### src/slsp_pkg.sv
// shared types and constants for the sorted list in slot pool core
// used by slsp_ctrl, slsp_datapath and sorted_list_in_slot_pool_core
package slsp_pkg;

  localparam int FUNC_W    = 2;
  localparam int KEY_W     = 32;
  localparam int AGE_W     = 8;
  localparam int TAG_W     = 32;
  localparam int STATUS_W  = 2;
  localparam int SLOT_W    = 3;
  localparam int ENTRIES_W = 4;

  typedef enum logic [FUNC_W-1:0] {
    FUNC_INSERT = 2'd0,
    FUNC_DELETE = 2'd1,
    FUNC_SEARCH = 2'd2,
    FUNC_SIZE   = 2'd3
  } func_t;

  typedef enum logic [STATUS_W-1:0] {
    ST_OK   = 2'd0,
    ST_FULL = 2'd1,
    ST_DUP  = 2'd2,
    ST_MISS = 2'd3
  } status_t;

  typedef enum logic [2:0] {
    S_IDLE,
    S_START,
    S_WALK,
    S_DEL_FREE,
    S_INS_LINK,
    S_INS_HEAD,
    S_FINISH
  } state_t;

  // which slot the store read port looks at
  typedef enum logic [1:0] {
    RD_HEAD,
    RD_NEXT,
    RD_FREE
  } rd_sel_t;

  // which slot goes into the result
  typedef enum logic [1:0] {
    RES_ZERO,
    RES_CUR,
    RES_NEW
  } res_slot_t;

  typedef struct packed {
    logic      load;
    rd_sel_t   rd_sel;
    logic      step;
    logic      del_unlink;
    logic      del_free;
    logic      ins_write;
    logic      ins_head;
    logic      res_load;
    status_t   res_code;
    res_slot_t res_slot;
    logic      out_load;
  } dp_cmd_t;

  typedef struct packed {
    func_t func;
    logic  more;
    logic  hit;
    logic  free_nil;
  } dp_stat_t;

endpackage

### src/slsp_ctrl.sv
// controller state machine for the sorted list in slot pool core
// depends on slsp_pkg; drives slsp_datapath through dp_cmd_t
module slsp_ctrl
  import slsp_pkg::*;
(
  input  logic     clk,
  input  logic     rst,
  input  logic     in_valid,
  output logic     in_ready,
  output logic     out_valid,
  input  logic     out_ready,
  input  dp_stat_t stat,
  output dp_cmd_t  cmd
);

  state_t state;
  state_t state_next;

  always_ff @(posedge clk) begin
    if (rst) begin
      state     <= S_IDLE;
      out_valid <= 1'b0;
    end else begin
      state <= state_next;
      if (cmd.out_load) begin
        out_valid <= 1'b1;
      end else if (out_ready) begin
        out_valid <= 1'b0;
      end
    end
  end

  always_comb begin
    state_next = state;
    cmd        = '0;
    cmd.rd_sel = RD_HEAD;
    in_ready   = 1'b0;
    unique case (state)
      S_IDLE: begin
        in_ready = 1'b1;
        if (in_valid) begin
          cmd.load   = 1'b1;
          state_next = S_START;
        end
      end
      S_START: begin
        unique case (stat.func)
          FUNC_SIZE: begin
            cmd.res_load = 1'b1;
            cmd.res_code = ST_OK;
            cmd.res_slot = RES_ZERO;
            state_next   = S_FINISH;
          end
          FUNC_INSERT: begin
            if (stat.free_nil) begin
              cmd.res_load = 1'b1;
              cmd.res_code = ST_FULL;
              cmd.res_slot = RES_ZERO;
              state_next   = S_FINISH;
            end else begin
              state_next = S_WALK;
            end
          end
          default: state_next = S_WALK;
        endcase
      end
      S_WALK: begin
        if (stat.more) begin
          cmd.step   = 1'b1;
          cmd.rd_sel = RD_NEXT;
        end else begin
          unique case (stat.func)
            FUNC_INSERT: begin
              if (stat.hit) begin
                cmd.res_load = 1'b1;
                cmd.res_code = ST_DUP;
                cmd.res_slot = RES_CUR;
                state_next   = S_FINISH;
              end else begin
                // fetch the link of the free head for the pop
                cmd.rd_sel = RD_FREE;
                state_next = S_INS_LINK;
              end
            end
            FUNC_DELETE: begin
              if (stat.hit) begin
                cmd.del_unlink = 1'b1;
                state_next     = S_DEL_FREE;
              end else begin
                cmd.res_load = 1'b1;
                cmd.res_code = ST_MISS;
                cmd.res_slot = RES_ZERO;
                state_next   = S_FINISH;
              end
            end
            default: begin
              cmd.res_load = 1'b1;
              cmd.res_code = stat.hit ? ST_OK : ST_MISS;
              cmd.res_slot = stat.hit ? RES_CUR : RES_ZERO;
              state_next   = S_FINISH;
            end
          endcase
        end
      end
      S_DEL_FREE: begin
        cmd.del_free = 1'b1;
        cmd.res_load = 1'b1;
        cmd.res_code = ST_OK;
        cmd.res_slot = RES_CUR;
        state_next   = S_FINISH;
      end
      S_INS_LINK: begin
        cmd.ins_write = 1'b1;
        state_next    = S_INS_HEAD;
      end
      S_INS_HEAD: begin
        cmd.ins_head = 1'b1;
        cmd.res_load = 1'b1;
        cmd.res_code = ST_OK;
        cmd.res_slot = RES_NEW;
        state_next   = S_FINISH;
      end
      S_FINISH: begin
        // wait here only while the output register still holds an item
        if (!out_valid || out_ready) begin
          cmd.out_load = 1'b1;
          state_next   = S_IDLE;
        end
      end
      default: state_next = S_IDLE;
    endcase
  end

endmodule

### src/slsp_datapath.sv
// slot stores, list and free list pointers, walk registers and output register
// depends on slsp_pkg; controlled by slsp_ctrl through dp_cmd_t
module slsp_datapath
  import slsp_pkg::*;
#(
  parameter int SLOTS = 8
) (
  input  logic                        clk,
  input  logic                        rst,
  input  dp_cmd_t                     cmd,
  output dp_stat_t                    stat,
  input  func_t                       in_func,
  input  logic signed [KEY_W-1:0]     in_key,
  input  logic        [AGE_W-1:0]     in_age,
  input  logic        [TAG_W-1:0]     in_tag,
  output status_t                     out_status,
  output logic        [SLOT_W-1:0]    out_slot,
  output logic        [ENTRIES_W-1:0] out_entries
);

  localparam int IDX_W  = (SLOTS > 1) ? $clog2(SLOTS) : 1;
  localparam int LINK_W = $clog2(SLOTS + 1);
  localparam logic [LINK_W-1:0] NIL = LINK_W'(SLOTS);

  // stores
  logic signed [KEY_W-1:0]  key_mem  [SLOTS];
  logic        [AGE_W-1:0]  age_mem  [SLOTS];
  logic        [TAG_W-1:0]  tag_mem  [SLOTS];
  logic        [LINK_W-1:0] link_mem [SLOTS];

  logic [LINK_W-1:0] list_head;
  logic [LINK_W-1:0] free_head;
  logic [LINK_W-1:0] count;
  // slots at or above fresh were never allocated and still link to the next slot
  logic [LINK_W-1:0] fresh;

  func_t                   req_func;
  logic signed [KEY_W-1:0] req_key;
  logic        [AGE_W-1:0] req_age;
  logic        [TAG_W-1:0] req_tag;

  logic [LINK_W-1:0] cur;
  logic [LINK_W-1:0] prev;
  logic [IDX_W-1:0]  new_slot;

  status_t           res_status;
  logic [SLOT_W-1:0] res_slot;

  logic [IDX_W-1:0]        raddr;
  logic [IDX_W-1:0]        rd_slot;
  logic signed [KEY_W-1:0] key_q;
  logic [LINK_W-1:0]       link_q;
  logic [LINK_W-1:0]       link_rd;

  logic              link_we;
  logic [IDX_W-1:0]  link_waddr;
  logic [LINK_W-1:0] link_wdata;

  assign link_rd = (LINK_W'(rd_slot) >= fresh) ? LINK_W'(rd_slot) + LINK_W'(1) : link_q;

  always_comb begin
    unique case (cmd.rd_sel)
      RD_NEXT: raddr = link_rd[IDX_W-1:0];
      RD_FREE: raddr = free_head[IDX_W-1:0];
      default: raddr = list_head[IDX_W-1:0];
    endcase
  end

  always_comb begin
    link_we    = 1'b0;
    link_waddr = prev[IDX_W-1:0];
    link_wdata = link_rd;
    if (cmd.del_unlink) begin
      link_we = (prev != NIL);
    end else if (cmd.del_free) begin
      link_we    = 1'b1;
      link_waddr = cur[IDX_W-1:0];
      link_wdata = free_head;
    end else if (cmd.ins_write) begin
      link_we    = 1'b1;
      link_waddr = free_head[IDX_W-1:0];
      link_wdata = cur;
    end else if (cmd.ins_head) begin
      link_we    = (prev != NIL);
      link_wdata = LINK_W'(new_slot);
    end
  end

  always_ff @(posedge clk) begin
    key_q   <= key_mem[raddr];
    link_q  <= link_mem[raddr];
    rd_slot <= raddr;
    if (link_we) begin
      link_mem[link_waddr] <= link_wdata;
    end
    if (cmd.ins_write) begin
      key_mem[free_head[IDX_W-1:0]] <= req_key;
      age_mem[free_head[IDX_W-1:0]] <= req_age;
      tag_mem[free_head[IDX_W-1:0]] <= req_tag;
    end
  end

  always_ff @(posedge clk) begin
    if (rst) begin
      list_head <= NIL;
      free_head <= '0;
      count     <= '0;
      fresh     <= '0;
    end else begin
      if (cmd.del_unlink && (prev == NIL)) begin
        list_head <= link_rd;
      end
      if (cmd.del_free) begin
        free_head <= cur;
        if (count != '0) begin
          count <= count - LINK_W'(1);
        end
      end
      if (cmd.ins_write) begin
        free_head <= link_rd;
        if (free_head == fresh) begin
          fresh <= fresh + LINK_W'(1);
        end
      end
      if (cmd.ins_head) begin
        if (prev == NIL) begin
          list_head <= LINK_W'(new_slot);
        end
        count <= count + LINK_W'(1);
      end
    end
  end

  always_ff @(posedge clk) begin
    if (cmd.load) begin
      req_func <= in_func;
      req_key  <= in_key;
      req_age  <= in_age;
      req_tag  <= in_tag;
      cur      <= list_head;
      prev     <= NIL;
    end else if (cmd.step) begin
      prev <= cur;
      cur  <= link_rd;
    end
    if (cmd.ins_write) begin
      new_slot <= free_head[IDX_W-1:0];
    end
    if (cmd.res_load) begin
      res_status <= cmd.res_code;
      unique case (cmd.res_slot)
        RES_CUR: res_slot <= SLOT_W'(cur);
        RES_NEW: res_slot <= SLOT_W'(new_slot);
        default: res_slot <= '0;
      endcase
    end
    if (cmd.out_load) begin
      out_status  <= res_status;
      out_slot    <= res_slot;
      out_entries <= ENTRIES_W'(count);
    end
  end

  assign stat.func     = req_func;
  assign stat.more     = (cur != NIL) && (key_q < req_key);
  assign stat.hit      = (cur != NIL) && (key_q == req_key);
  assign stat.free_nil = (free_head == NIL);

  a_count_range: assert property (@(posedge clk) disable iff (rst) count <= NIL)
    else $error("record count above pool size");
  // the free head pops in S_INS_LINK, before the count goes up in S_INS_HEAD, so only this direction holds
  a_full_free: assert property (@(posedge clk) disable iff (rst)
    (count == NIL) |-> (free_head == NIL))
    else $error("free list and record count disagree");
  a_del_push: assert property (@(posedge clk) disable iff (rst)
    cmd.del_free |=> free_head == $past(cur))
    else $error("freed slot not pushed on free list");
  a_ins_count: assert property (@(posedge clk) disable iff (rst)
    cmd.ins_head |=> count == $past(count) + LINK_W'(1))
    else $error("insert did not bump record count");

endmodule

### src/sorted_list_in_slot_pool_core.sv
// top level of the sorted list in slot pool core
// depends on slsp_pkg, slsp_ctrl and slsp_datapath
//
//  channel   dir  handshake                     payload
//  s_axis    in   s_axis_tvalid/s_axis_tready   tuser func, tdata key, age, name_tag
//  m_axis    out  m_axis_tvalid/m_axis_tready   tuser status, tdata slot, entries
//
// one item in flight; report size goes from S_START straight to S_FINISH
// search walks the records with a key below the request key in S_WALK,
// one list record per cycle through the store read port; delete adds S_DEL_FREE and
// insert adds S_INS_LINK and S_INS_HEAD for the link updates
// synchronous reset sets up the list and free list at once, no clearing pass
// a stalled result waits in the output register; the next item is taken meanwhile
module sorted_list_in_slot_pool_core
  import slsp_pkg::*;
#(
  parameter int SLOTS = 8
) (
  input  logic        clk,
  input  logic        rst,
  input  logic        s_axis_tvalid,
  output logic        s_axis_tready,
  input  logic [71:0] s_axis_tdata,   // key[31:0], age[39:32], name_tag[71:40]
  input  logic [1:0]  s_axis_tuser,   // func[1:0]
  output logic        m_axis_tvalid,
  input  logic        m_axis_tready,
  output logic [7:0]  m_axis_tdata,   // slot[2:0], entries[6:3], zero[7]
  output logic [1:0]  m_axis_tuser    // status[1:0]
);

  dp_cmd_t  cmd;
  dp_stat_t stat;

  status_t                 out_status;
  logic [SLOT_W-1:0]       out_slot;
  logic [ENTRIES_W-1:0]    out_entries;

  slsp_ctrl u_ctrl (
    .clk       (clk),
    .rst       (rst),
    .in_valid  (s_axis_tvalid),
    .in_ready  (s_axis_tready),
    .out_valid (m_axis_tvalid),
    .out_ready (m_axis_tready),
    .stat      (stat),
    .cmd       (cmd)
  );

  slsp_datapath #(
    .SLOTS (SLOTS)
  ) u_datapath (
    .clk         (clk),
    .rst         (rst),
    .cmd         (cmd),
    .stat        (stat),
    .in_func     (func_t'(s_axis_tuser)),
    .in_key      ($signed(s_axis_tdata[31:0])),
    .in_age      (s_axis_tdata[39:32]),
    .in_tag      (s_axis_tdata[71:40]),
    .out_status  (out_status),
    .out_slot    (out_slot),
    .out_entries (out_entries)
  );

  assign m_axis_tdata = {1'b0, out_entries, out_slot};
  assign m_axis_tuser = out_status;

endmodule
### config.mk
export PLATFORM = sky130hd
export DESIGN_NAME = sorted_list_in_slot_pool_core
export DESIGN_NICKNAME = d
export VERILOG_FILES = /design/src/slsp_pkg.sv /design/src/slsp_ctrl.sv /design/src/slsp_datapath.sv /design/src/sorted_list_in_slot_pool_core.sv
export SDC_FILE = /design/constraint.sdc
export NUM_CORES = 1
export LEC_CHECK = 0
export CORE_MARGIN = 1.5
export CORE_UTILIZATION = 40
export DETAILED_ROUTE_END_ITERATION = 8
export DONT_BUFFER_PORTS = 1
export PLACE_DENSITY = 0.55
export SLEW_MARGIN = 20
export SYNTH_ARGS = -nofsm -noshare
export SYNTH_HDL_FRONTEND = slang
export SYNTH_SLANG_ARGS = --single-unit
### constraint.sdc
create_clock -name clk -period 6.33 [get_ports clk]
set_input_delay 1.266 -clock clk [delete_from_list [all_inputs] [get_ports clk]]
set_output_delay 1.266 -clock clk [all_outputs]
set_load 0.01 [all_outputs]
**Word-level counts from Yosys, hierarchy flattened**

Memories as Yosys holds them, arrays and structs flattened. A register that Yosys moved wholly into a read port is not among the register bits.
Cells that the tools add are included.

- Logic and storage cells: 127
- Memories: 2
- RAM bits: 288
- Bits in read-only memories: 0
- Register bits after elaboration: 82
- Input bits: 78
- Bits in latches: 0
- Output and inout bits: 12

- Muxes and demuxes: 64
- $lt $le $gt $ge: 2
- Multiply operators: 0
- Bitwise logic cells: 0
- Add/sub/neg operators: 4
- Reductions and logical operators: 17
- Shift operators: 0
- Divide/modulo/power cells: 0
- Equal/unequal tests: 21

Memories:

| memory | depth | bits a word | read ports | clocked after Yosys merged registers in | write ports | line | text |
|---|---|---|---|---|---|---|---|
| u_datapath.key_mem | 8 | 32 | 1 | 1 | 1 | slsp_datapath.sv:26 | `logic signed [KEY_W-1:0] key_mem [SLOTS];` |
| u_datapath.link_mem | 8 | 4 | 1 | 1 | 1 | slsp_datapath.sv:29 | `logic [LINK_W-1:0] link_mem [SLOTS];` |

Operator list:

| operator | count |
|---|---|
| 2-to-1 mux 4 bit | 16 |
| equality test 32 bit | 1 |
| < comparator 32 bit | 1 |
| 2-to-1 mux 3 bit | 8 |
| one-hot mux 3 bit (2 select lines) | 4 |
| 2-to-1 mux 1 bit | 23 |
| 2-to-1 mux 5 bit | 4 |
| one-hot mux 5 bit (2 select lines) | 2 |
| one-hot mux 5 bit (4 select lines) | 1 |
| one-hot mux 3 bit (6 select lines) | 1 |
| 2-to-1 mux 2 bit | 5 |
| nonzero test 2 bit | 5 |
| equality test 3 bit (second input constant) | 3 |
| adder 4 x 1 -> 4 bit (second input constant) | 2 |
| equality test 4 bit (second input constant) | 2 |
| != test 4 bit (second input constant) | 2 |
| equality test 2 x 1 -> 1 bit (second input constant) | 3 |
| equality test 2 bit (second input constant) | 3 |
| equality test 3 x 2 -> 1 bit (second input constant) | 2 |
| adder 3 x 1 -> 4 bit (second input constant) | 1 |
| equality test 4 bit | 1 |
| greater-or-equal comparator 3 x 4 -> 1 bit | 1 |
| != test 2 bit (second input constant) | 2 |
| AND reduction 2 bit | 2 |
| 11 further kinds | 13 |

**Logic depth before layout (Yosys ltp)**

Gate-level depths: netlist (run 1).

- Word-level depth: 10
- Gate-level depth with buffers: 21
- Mapped depth without buffers: 18

**Hierarchy**

A second synthesis (run 1) with hierarchy kept.

- Cell total of the unflattened synthesis: 1,604
- Area total of the unflattened synthesis: 20,159.3 um^2

By module, submodules not included:

| module | area an instance (um^2) | times used | sequential area each (um^2) | cells each |
|---|---|---|---|---|
| slsp_datapath | 19,628.8 | 1 | 11,481.0 | 1,533 |
| slsp_ctrl | 519.2 | 1 | 80.1 | 69 |
| sorted_list_in_slot_pool_core | 11.3 | 1 | 0.0 | 2 |

**Worst setup path after synthesis (run 1)**

No wires, ideal clock.

- Kind: register to register
- Start: register u_ctrl.state[1]
- End: memory u_datapath.key_mem[0][0], enable pin
- Period minus slack after synthesis: 4,435 ps
- Arrival time: 3,933 ps
- Stages on the path, launching flop included: 5
- Setup slack: 1,895 ps
- Required time: 5,828 ps
- Path buffers: 1
- Library setup time: 502 ps
- Path through: dfxtp_1 -> clkbuf_1 -> nor2_1 -> nand2_1 -> nor4_1

- Word-level cells in the longest chain between the ends: 4

RTL lines:

| element | line | text |
|---|---|---|
| start, declared | slsp_ctrl.sv:16 | `state_t state;` |
| start signal, assigned | slsp_ctrl.sv:24 | `state <= state_next;` |
| equality test 3 bit | slsp_ctrl.sv:38 | `unique case (state)` |
| 2-to-1 mux 1 bit | slsp_ctrl.sv:38 |  |
| 2-to-1 mux 1 bit | - |  |
| 2-to-1 mux 1 bit (not written as such) | slsp_datapath.sv:97 | `key_mem[free_head[IDX_W-1:0]] <= req_key;` |
| end, declared | slsp_datapath.sv:26 |  |

No other way between the ends.

**Worst setup path in the final report (run 1)**

- Start: register u_datapath.req_key[14]
- End: register u_datapath.key_q[10] (read register of u_datapath.key_mem)

- Word-level cells in the longest chain between the ends: 8
- Elaborated cells between the ends (all ways): 11
- Classes of those cells: order compare (1); eq/ne (3); mux (5); reduce/logical (2)

RTL lines:

| element | line | text |
|---|---|---|
| start, declared | slsp_datapath.sv:38 | `logic signed [KEY_W-1:0] req_key;` |
| start signal, assigned | slsp_datapath.sv:137 | `req_key <= in_key;` |
| parallel branches: the longest is 4 deep, another holds < comparator 32 bit | - |  |
| 2-to-1 mux 2 bit (*) | slsp_ctrl.sv:68 | `if (stat.more) begin` |
| 2-to-1 mux 4 bit (*) | slsp_ctrl.sv:38 |  |
| equality test 2 bit or equality test 2 x 1 -> 1 bit (tied branches) | slsp_datapath.sv:62 | `unique case (cmd.rd_sel)` |
| one-hot mux 3 bit (2 select lines) (*) | slsp_datapath.sv:62 |  |
| end, declared | slsp_datapath.sv:51 | `logic signed [KEY_W-1:0] key_q;` |

Every way passes the cells marked *.
A chain may end at the register's enable or synchronous reset.

==> results of run 1 <==
## metal layers
metal | track usage (%) | wire length [um] | part of all wire (%) | up-vias
met4 | 5.662 | 865 | 1.8 | 0
met3 | 3.410 | 2210 | 4.7 | 54
met5 | 0 | 0 | 0 | -
li1 | - | - | - | 5383
met2 | 31.92 | 22150 | 47 | 302
met1 | 27.14 | 21550 | 46 | 5848
## sequential cells by signal, summed over array words and instances, names as in the netlist
register / flops
u_datapath.link_q: 4
u_datapath.prev: 4
u_datapath.new_slot: 3
u_datapath.key_q: 32
u_datapath.res_slot: 3
u_datapath.req_func: 2
u_datapath.key_mem: 256
u_datapath.rd_slot: 3
u_datapath.fresh: 4
u_datapath.out_slot: 3
u_datapath.count: 4
u_datapath.cur: 4
u_datapath.out_status: 2
u_ctrl.out_valid: 1
u_datapath.list_head: 4
u_datapath.link_mem: 32
u_datapath.free_head: 4
u_datapath.req_key: 32
u_datapath.res_status: 2
u_datapath.out_entries: 4
u_ctrl.state: 3
## final cells by class
cell class	count	area, um^2
inverters	49	183.9
clock buffers	60	1264
flip-flops and latches	406	11560
fillers	4055	24840
well taps	600	750.7
multi-input cells	839	6533
repair buffers	34	317.8
clock inverters	22	221.5
## per-stage QoR
step / hold slack [ns] / setup slack, ns / power, mW
6_report: 0.4278 / 0.6486 / 8.926
5_1_grt: 0.4382 / 0.4479 / 9.408
4_1_cts: 0.4245 / 0.7622 / 9.005
3_5_place_dp: 0.4052 / 0.8062 / 6.353
3_3_place_gp: 0.4019 / 0.8292 / 6.308
2_1_floorplan: 0.4003 / 1.895 / 5.536
## logic make-up after synthesis
kind of cell             synth area share [%]
adder cells (fa/ha/maj)                 3.199
XOR/XNOR                               0.4704
other                                 0.02014
AO/OA/AOI/OAI                           13.65
multiplexers                            7.083
flip-flops                              62.10
buffers and inverters                   3.239
AND/OR/NAND/NOR                         10.24
## power by group through the flow
| stage | combinational, mW | clock [mW] | sequential, mW |
|---|---|---|---|
| after floorplan | 1.79 | 0 | 3.75 |
| final | 2.42 | 2.63 | 3.88 |
| after detailed placement | 2.42 | 0 | 3.93 |
| after CTS | 2.43 | 2.69 | 3.88 |
| after global placement | 2.39 | 0 | 3.92 |
| after global routing | 2.68 | 2.79 | 3.94 |
## worst register-to-register path: cells and delay by family (launching register included)
| kind | cells | cell delay, ns |
|---|---|---|
| adder cells (fa/ha/maj) | 2 | 0.63 |
| AND/OR/NAND/NOR | 5 | 1.72 |
| AO/OA/AOI/OAI | 6 | 1.32 |
| flip-flops | 1 | 0.53 |
| buffers and inverters | 3 | 1.36 |
## worst paths after layout
path	startpoint	to	slack [ns]	cells past startpoint
setup / recovery	u_datapath.req_key[14]$_DFFE_PP_	u_datapath.key_q[10]$_DFF_P_	0.65	16
hold / removal	u_datapath.res_status[0]$_DFFE_PP_	u_datapath.out_status[0]$_DFFE_PP_	0.43	0
setup reg to reg	u_datapath.req_key[14]$_DFFE_PP_	u_datapath.key_q[10]$_DFF_P_	0.65	16
hold reg to reg	u_datapath.res_status[0]$_DFFE_PP_	u_datapath.out_status[0]$_DFFE_PP_	0.43	0
## cells in the final DEF (no fill, tap or decap), drive strengths merged, types with 9 or more instances in the layout
master,count
a211oi,78
a21oi,35
a22o,36
a22oi,75
and4bb,20
buf,34
clkbuf,60
clkinv,15
dfxtp,63
edfxtp,343
ha,46
inv,50
mux2,110
nand2,43
nand2b,9
nand3,45
nand3b,37
nor2,40
nor2b,42
nor3,12
nor4bb,16
o21ai,93
==> summary.txt, run 1 <==
Synth
  – Yosys warns: 0
  – Largest area contributor in the netlist: edfxtp_1
  – Top-area cell type share of the netlist area: a little under three fifths
  – Ys flop type: edfxtp_1
  – Ranking of synthesized cells by area: edfxtp_1 55%, dfxtp_1 6.8%, mux2_2 6.7%, a211oi_1 3.1%, ha_1 3.1%
  – Mapped Cells: 1384
  – Avg Cell Area, Syn: 13.45 um^2
  – Post-synth cell types: 77
  – Register bit total from synthesis: 406
  – Synth cell count leaders: 343 x edfxtp_1, 110 x mux2_2, 84 x o21ai_0
  – Register area share after synthesis: around 62%
  – Post-synthesis cell area: approximately 0.019 mm^2
  – Most common cell in the netlist: edfxtp_1
  – Number of enable flip-flop cells after synthesis: ~340
  – Post-synth ARST share: 0%
  – Synth Net Count: around 1500

Setup path
  – Critical Path Max Stage Delay: 0.74 ns
  – Cell Chain, Critical Path: inv_1 -> ha_1 -> nand4_1 -> nor4_1 -> o21ai_0 -> a31o_1 -> o311ai_2 -> o21ai_1 -> nor2_1 -> and2_1 -> ha_4 -> buf_4 -> buf_4 -> a22o_1 -> a211oi_1 -> nor4bb_1
  – Crit path arrival time: ~6 ns
  – Crit path capture type: register
  – CP Launch Type: register
  – Max FO, Critical Path: 56
  – Max stage delay cell, worst path: nor4_1
  – Worst path most repeated cell: buf_4
  – CP Buf/Inv Count: 3
  – Setup CP Type: reg -> reg
  – CP required: 6.79 ns
  – Crit-path leading delay family: simple AND/OR/NAND/NOR gates

Detailed routing
  – DR vias: between 10000 and 15000
  – First-iteration detailed-routing DRC count: between 700 and 800
  – Via-per-instance ratio: 5.765
  – Antenna viol nets, final: 0
  – DRC Markers: 0
  – TritonRoute pass-1 iters: 5
  – Total routed wirelength: ~47000 um
  – WL/cell: 23.27 um

Cells and area
  – Nets: 1500
  – Diodes inserted: 0
  – Area Growth Syn to Fin: 11.91%
  – Final instance count without filler cells: around 2000
  – Final core occ: 45.62%
  – Share of cells above drive strength 1: 18.09%
  – Post-Layout Inst Area: roughly 0.021 mm^2

Placed design
  – Dpl cell area: between 0.015 and 0.02 mm^2
  – Placed cell count: just under 2000
  – Buffers on Ports: 0
  – Detailed Place HPWL: roughly 26000 um
  – Routability congestion estimate: about 0.8

Power and ir drop
  – Logic pwr share: 27.1%
  – Pint: 5.993 mW
  – Sequential fraction of design power: a little over two fifths
  – Lkg Pwr: roughly 7.1 nW
  – Sw frac: around a third
  – IR drop worst, VDD: roughly 300 uV
  – Psw: around 2.9 mW
  – Clock network fraction of total power: between 20% and 30%
  – Pwr dens: around 430 mW/mm^2

Global route
  – GRT overflow: 0
  – GRT Total Usage: 19.72%
  – First-pass GRT wire length: 70390 um
  – Initial antenna violation count: 0
  – Vias in the first global route: approximately 11000
  – Largest net degree at the start of global routing: 73

Floorplanning
  – # IOs: 90
  – Initial Util: 40.76%
  – Core ar.: 0.04567 mm^2
  – Cell row count: 78
  – Die width: around 220 um
  – Die area: 0.04785 mm^2
  – DIE HEIGHT: 218.7 um

Flow run
  – Max cap viols: 0

Timing
  – Final min period: between 5 and 6 ns
  – Relative slew slack: between 30% and 40%
  – Max Freq: between 150 and 200 MHz
  – Final period util: between 80% and 90%
  – Slew @ Worst Pin: around 1.0 ns
  – Setup TNS: 0 ns
  – Final setup violation count: 0
  – Pins over their slew limit: 0
  – RSZ-0062 raised after global routing: no
  – Worst setup skew after layout: 0.02363 ns
  – Hold Violations, Final: 0

Clock network
  – Number of hold buffers added after cts: 0
  – Worst-skew pair later-pin latency: 0.59 ns
  – H-tree depth: 2
  – CTS max path bufs: 3
  – CTS tree: built
  – Number of setup buffers added after CTS: 0
  – CTS Root Cell: clkbuf_16
  – CTS buffer count: 45
  – Clk slew on worst S/H paths: around 0.060 ns
  – Post-CTS resize count: 0
  – Clk sink count: between 400 and 500

Outcome
  – Status: finished clean

Min path
  – Hold/Removal Path Class: reg -> reg
Note: power is estimated with default switching activity, not from simulation.
==> run 2: changes to the inputs <==
--- a/config.mk
+++ b/config.mk
@@ -10,7 +10,6 @@
 export DETAILED_ROUTE_END_ITERATION = 8
 export DONT_BUFFER_PORTS = 1
 export PLACE_DENSITY = 0.55
-export SLEW_MARGIN = 20
 export SYNTH_ARGS = -nofsm -noshare
 export SYNTH_HDL_FRONTEND = slang
 export SYNTH_SLANG_ARGS = --single-unit
==> constraint.sdc (replaced) <==
create_clock -name clk -period 6.2 [get_ports clk]
set_input_delay 1.24 -clock clk [delete_from_list [all_inputs] [get_ports clk]]
set_output_delay 1.24 -clock clk [all_outputs]
set_load 0.05 [all_outputs]
==> run 2 against run 1 <==
  * Final area up 1.2%
  * Register-to-register slack gained 0.11 ns
  * Clock power increased by 14%
  * Sequential share of layout area down 0.66 points
  * Global-route usage up 0.071 points
  * First-iteration DRC count increased by 4.5%
  * Critical path type unchanged
==> summary.txt, run 2 (synthesis results as in run 1) <==
Clock network
  – Number of hold buffers added after cts: 0
  – Clk sink count: a little over 400
  – Clk slew on worst S/H paths: 0.06 ns
  – H-tree depth: 2
  – CTS tree: built
  – CTS Root Cell: clkbuf_16
  – Post-CTS resize count: 0
  – CTS buffer count: 45
  – CTS max path bufs: 3
  – Worst-skew pair later-pin latency: around 0.59 ns
  – Number of setup buffers added after CTS: 0

Detailed routing
  – Total routed wirelength: between 40000 and 50000 um
  – WL met3: ~2300 um
  – First-iteration detailed-routing DRC count: 835
  – Met2 wire length: between 20000 and 25000 um
  – Via-per-instance ratio: around 5.8
  – DR vias: about 12000
  – Routed length on met1: 21390 um
  – TritonRoute pass-1 iters: 5
  – DRC Markers: 0
  – WL/cell: about 23 um
  – Antenna viol nets, final: 0
  – DR top layer: met4

Floorplanning
  – Core ar.: roughly 0.046 mm^2
  – # IOs: 90
  – Initial Util: roughly two fifths
  – Cell row count: 78
  – DIE HEIGHT: between 200 and 250 um
  – Die area: between 0.04 and 0.05 mm^2
  – Die width: ~220 um

Placed design
  – Placed cell count: slightly below 2000
  – Dpl cell area: 0.01941 mm^2
  – Buffers on Ports: 0
  – Routability congestion estimate: between 0.8 and 0.9
  – Detailed Place HPWL: between 20000 and 30000 um

Timing
  – Setup TNS: 0 ns
  – Pins over their slew limit: 0
  – Final period util: between 80% and 90%
  – Max Freq: approximately 180 MHz
  – Relative slew slack: 25.24%
  – Hold Violations, Final: 0
  – Worst setup skew after layout: between 0.03 and 0.04 ns
  – Final setup violation count: 0
  – Final min period: approximately 5.4 ns
  – RSZ-0062 raised after global routing: no
  – Slew @ Worst Pin: 1.118 ns

Cells and area
  – Diodes inserted: 0
  – Max reg flops: 256
  – Area Growth Syn to Fin: 13.25%
  – Sequential Area: about 0.012 mm^2
  – Nets: 1503
  – Final instance count without filler cells: 2015
  – FILL cells: ~4000
  – Most frequent cells in the layout: 343 x edfxtp_1, 110 x mux2_2, 84 x o21ai_0
  – Share of cells above drive strength 1: between 10% and 20%
  – Post-Layout Inst Area: approximately 0.021 mm^2
  – Most common cell after layout, fill and taps aside: edfxtp_1
  – Multi-input logic area: ~0.0065 mm^2

Setup path
  – Critical Path Max Stage Delay: around 0.93 ns
  – Max FO, Critical Path: 27
  – CP Buf/Inv Count: 2
  – Setup CP Type: reg -> reg
  – Worst path most repeated cell: o21ai_0
  – CP Launch Type: register
  – Crit-path leading delay family: compound AO/OA/AOI/OAI gates
  – Max stage delay cell, worst path: o21bai_4
  – CP required: about 6.7 ns
  – Crit path capture type: register
  – Internal reg-to-reg setup slack: approximately 0.76 ns
  – FF-to-FF End: u_datapath.key_q[10]$_DFF_P_
  – WP depth: 17
  – Crit path arrival time: roughly 5.9 ns
  – Worst flop-to-flop path startpoint: u_datapath.req_key[12]$_DFFE_PP_
  – Crit path launch: u_datapath.req_key[12]$_DFFE_PP_
  – Cell Chain, Critical Path: inv_1 -> ha_1 -> nand4_1 -> nor4_1 -> o21ai_0 -> a31o_1 -> o311ai_2 -> o21ai_1 -> nor2_1 -> and2_1 -> ha_4 -> nand2_1 -> o21ai_0 -> o21bai_4 -> buf_4 -> a211oi_1 -> nor4bb_1
  – Worst-case reg-to-reg path depth: 17
  – Setup crit end: u_datapath.key_q[10]$_DFF_P_

Global route
  – Initial antenna violation count: 1
  – Largest net degree at the start of global routing: 76
  – First-pass GRT wire length: between 70000 and 80000 um
  – GRT Total Usage: between 15 and 20%
  – Vias in the first global route: around 12000
  – GRT overflow: 0

Min path
  – Hold/Removal Path Class: reg -> reg

Flow run
  – Max cap viols: 0

Power and ir drop
  – IR drop worst, VDD: roughly 250 uV
  – Pwr dens: between 400 and 500 mW/mm^2
  – Lkg Pwr: a little over 7 nW

Outcome
  – Status: finished clean
[run 2: worst min path at each step]
stage / startpoint / cells past startpoint / to / slack (ns)
finish: u_datapath.res_slot[0]$_DFFE_PP_ / 0 / u_datapath.out_slot[0]$_DFFE_PP_ / 0.42
global route: u_datapath.res_slot[1]$_DFFE_PP_ / 0 / u_datapath.out_slot[1]$_DFFE_PP_ / 0.43
CTS: u_datapath.res_slot[0]$_DFFE_PP_ / 0 / u_datapath.out_slot[0]$_DFFE_PP_ / 0.42
detailed placement: u_datapath.res_slot[0]$_DFFE_PP_ / 0 / u_datapath.out_slot[0]$_DFFE_PP_ / 0.41
global placement: u_datapath.res_slot[2]$_DFFE_PP_ / 0 / u_datapath.out_slot[2]$_DFFE_PP_ / 0.40
floorplan: u_datapath.res_slot[0]$_DFFE_PP_ / 0 / u_datapath.out_slot[0]$_DFFE_PP_ / 0.40
[run 2: stage by stage]
step           hold slack, ns  total power [mW]  utilization, %  setup slack (ns)
2_1_floorplan          0.4003             5.683               -             1.765
3_3_place_gp           0.4027             6.496           42.51            0.7521
3_5_place_dp           0.4056             6.553           42.51            0.6706
4_1_cts                0.4204             9.569           46.16            0.6344
5_1_grt                0.4317             9.972           46.16            0.2070
6_report               0.4187             9.497           46.16            0.7633
[run 2: metal layers]
layer  track usage (%)  up-vias
met5                 0        -
met4             6.758        0
met3             2.965       93
met2             32.48      312
met1             26.73     5975
li1                  -     5390
[run 2: power breakdown]
part | switching (mW) | leakage, nW | total [mW] | internal (mW)
Sequential | 0.383 | 3.64 | 3.98 | 3.59
Clock | 1.12 | 0.820 | 3.00 | 1.87
Combinational | 1.54 | 2.78 | 2.52 | 0.984
[run 2: worst register-to-register path, delay by kind of cell (launching register included)]
| family | cells | cell delay, ns |
|---|---|---|
| AND/OR/NAND/NOR | 6 | 1.66 |
| buffers and inverters | 2 | 0.45 |
| AO/OA/AOI/OAI | 7 | 2.22 |
| flip-flops | 1 | 0.51 |
| adder cells (fa/ha/maj) | 2 | 0.50 |
[run 2: area by class of cell]
class / instances / share of cell area [%]
well taps: 600 / 3.561
clock inverters: 33 / 2.320
multi-input cells: 839 / 31.01
repair buffers: 37 / 1.792
clock buffers: 51 / 5.596
inverters: 49 / 0.8723
flip-flops and latches: 406 / 54.85
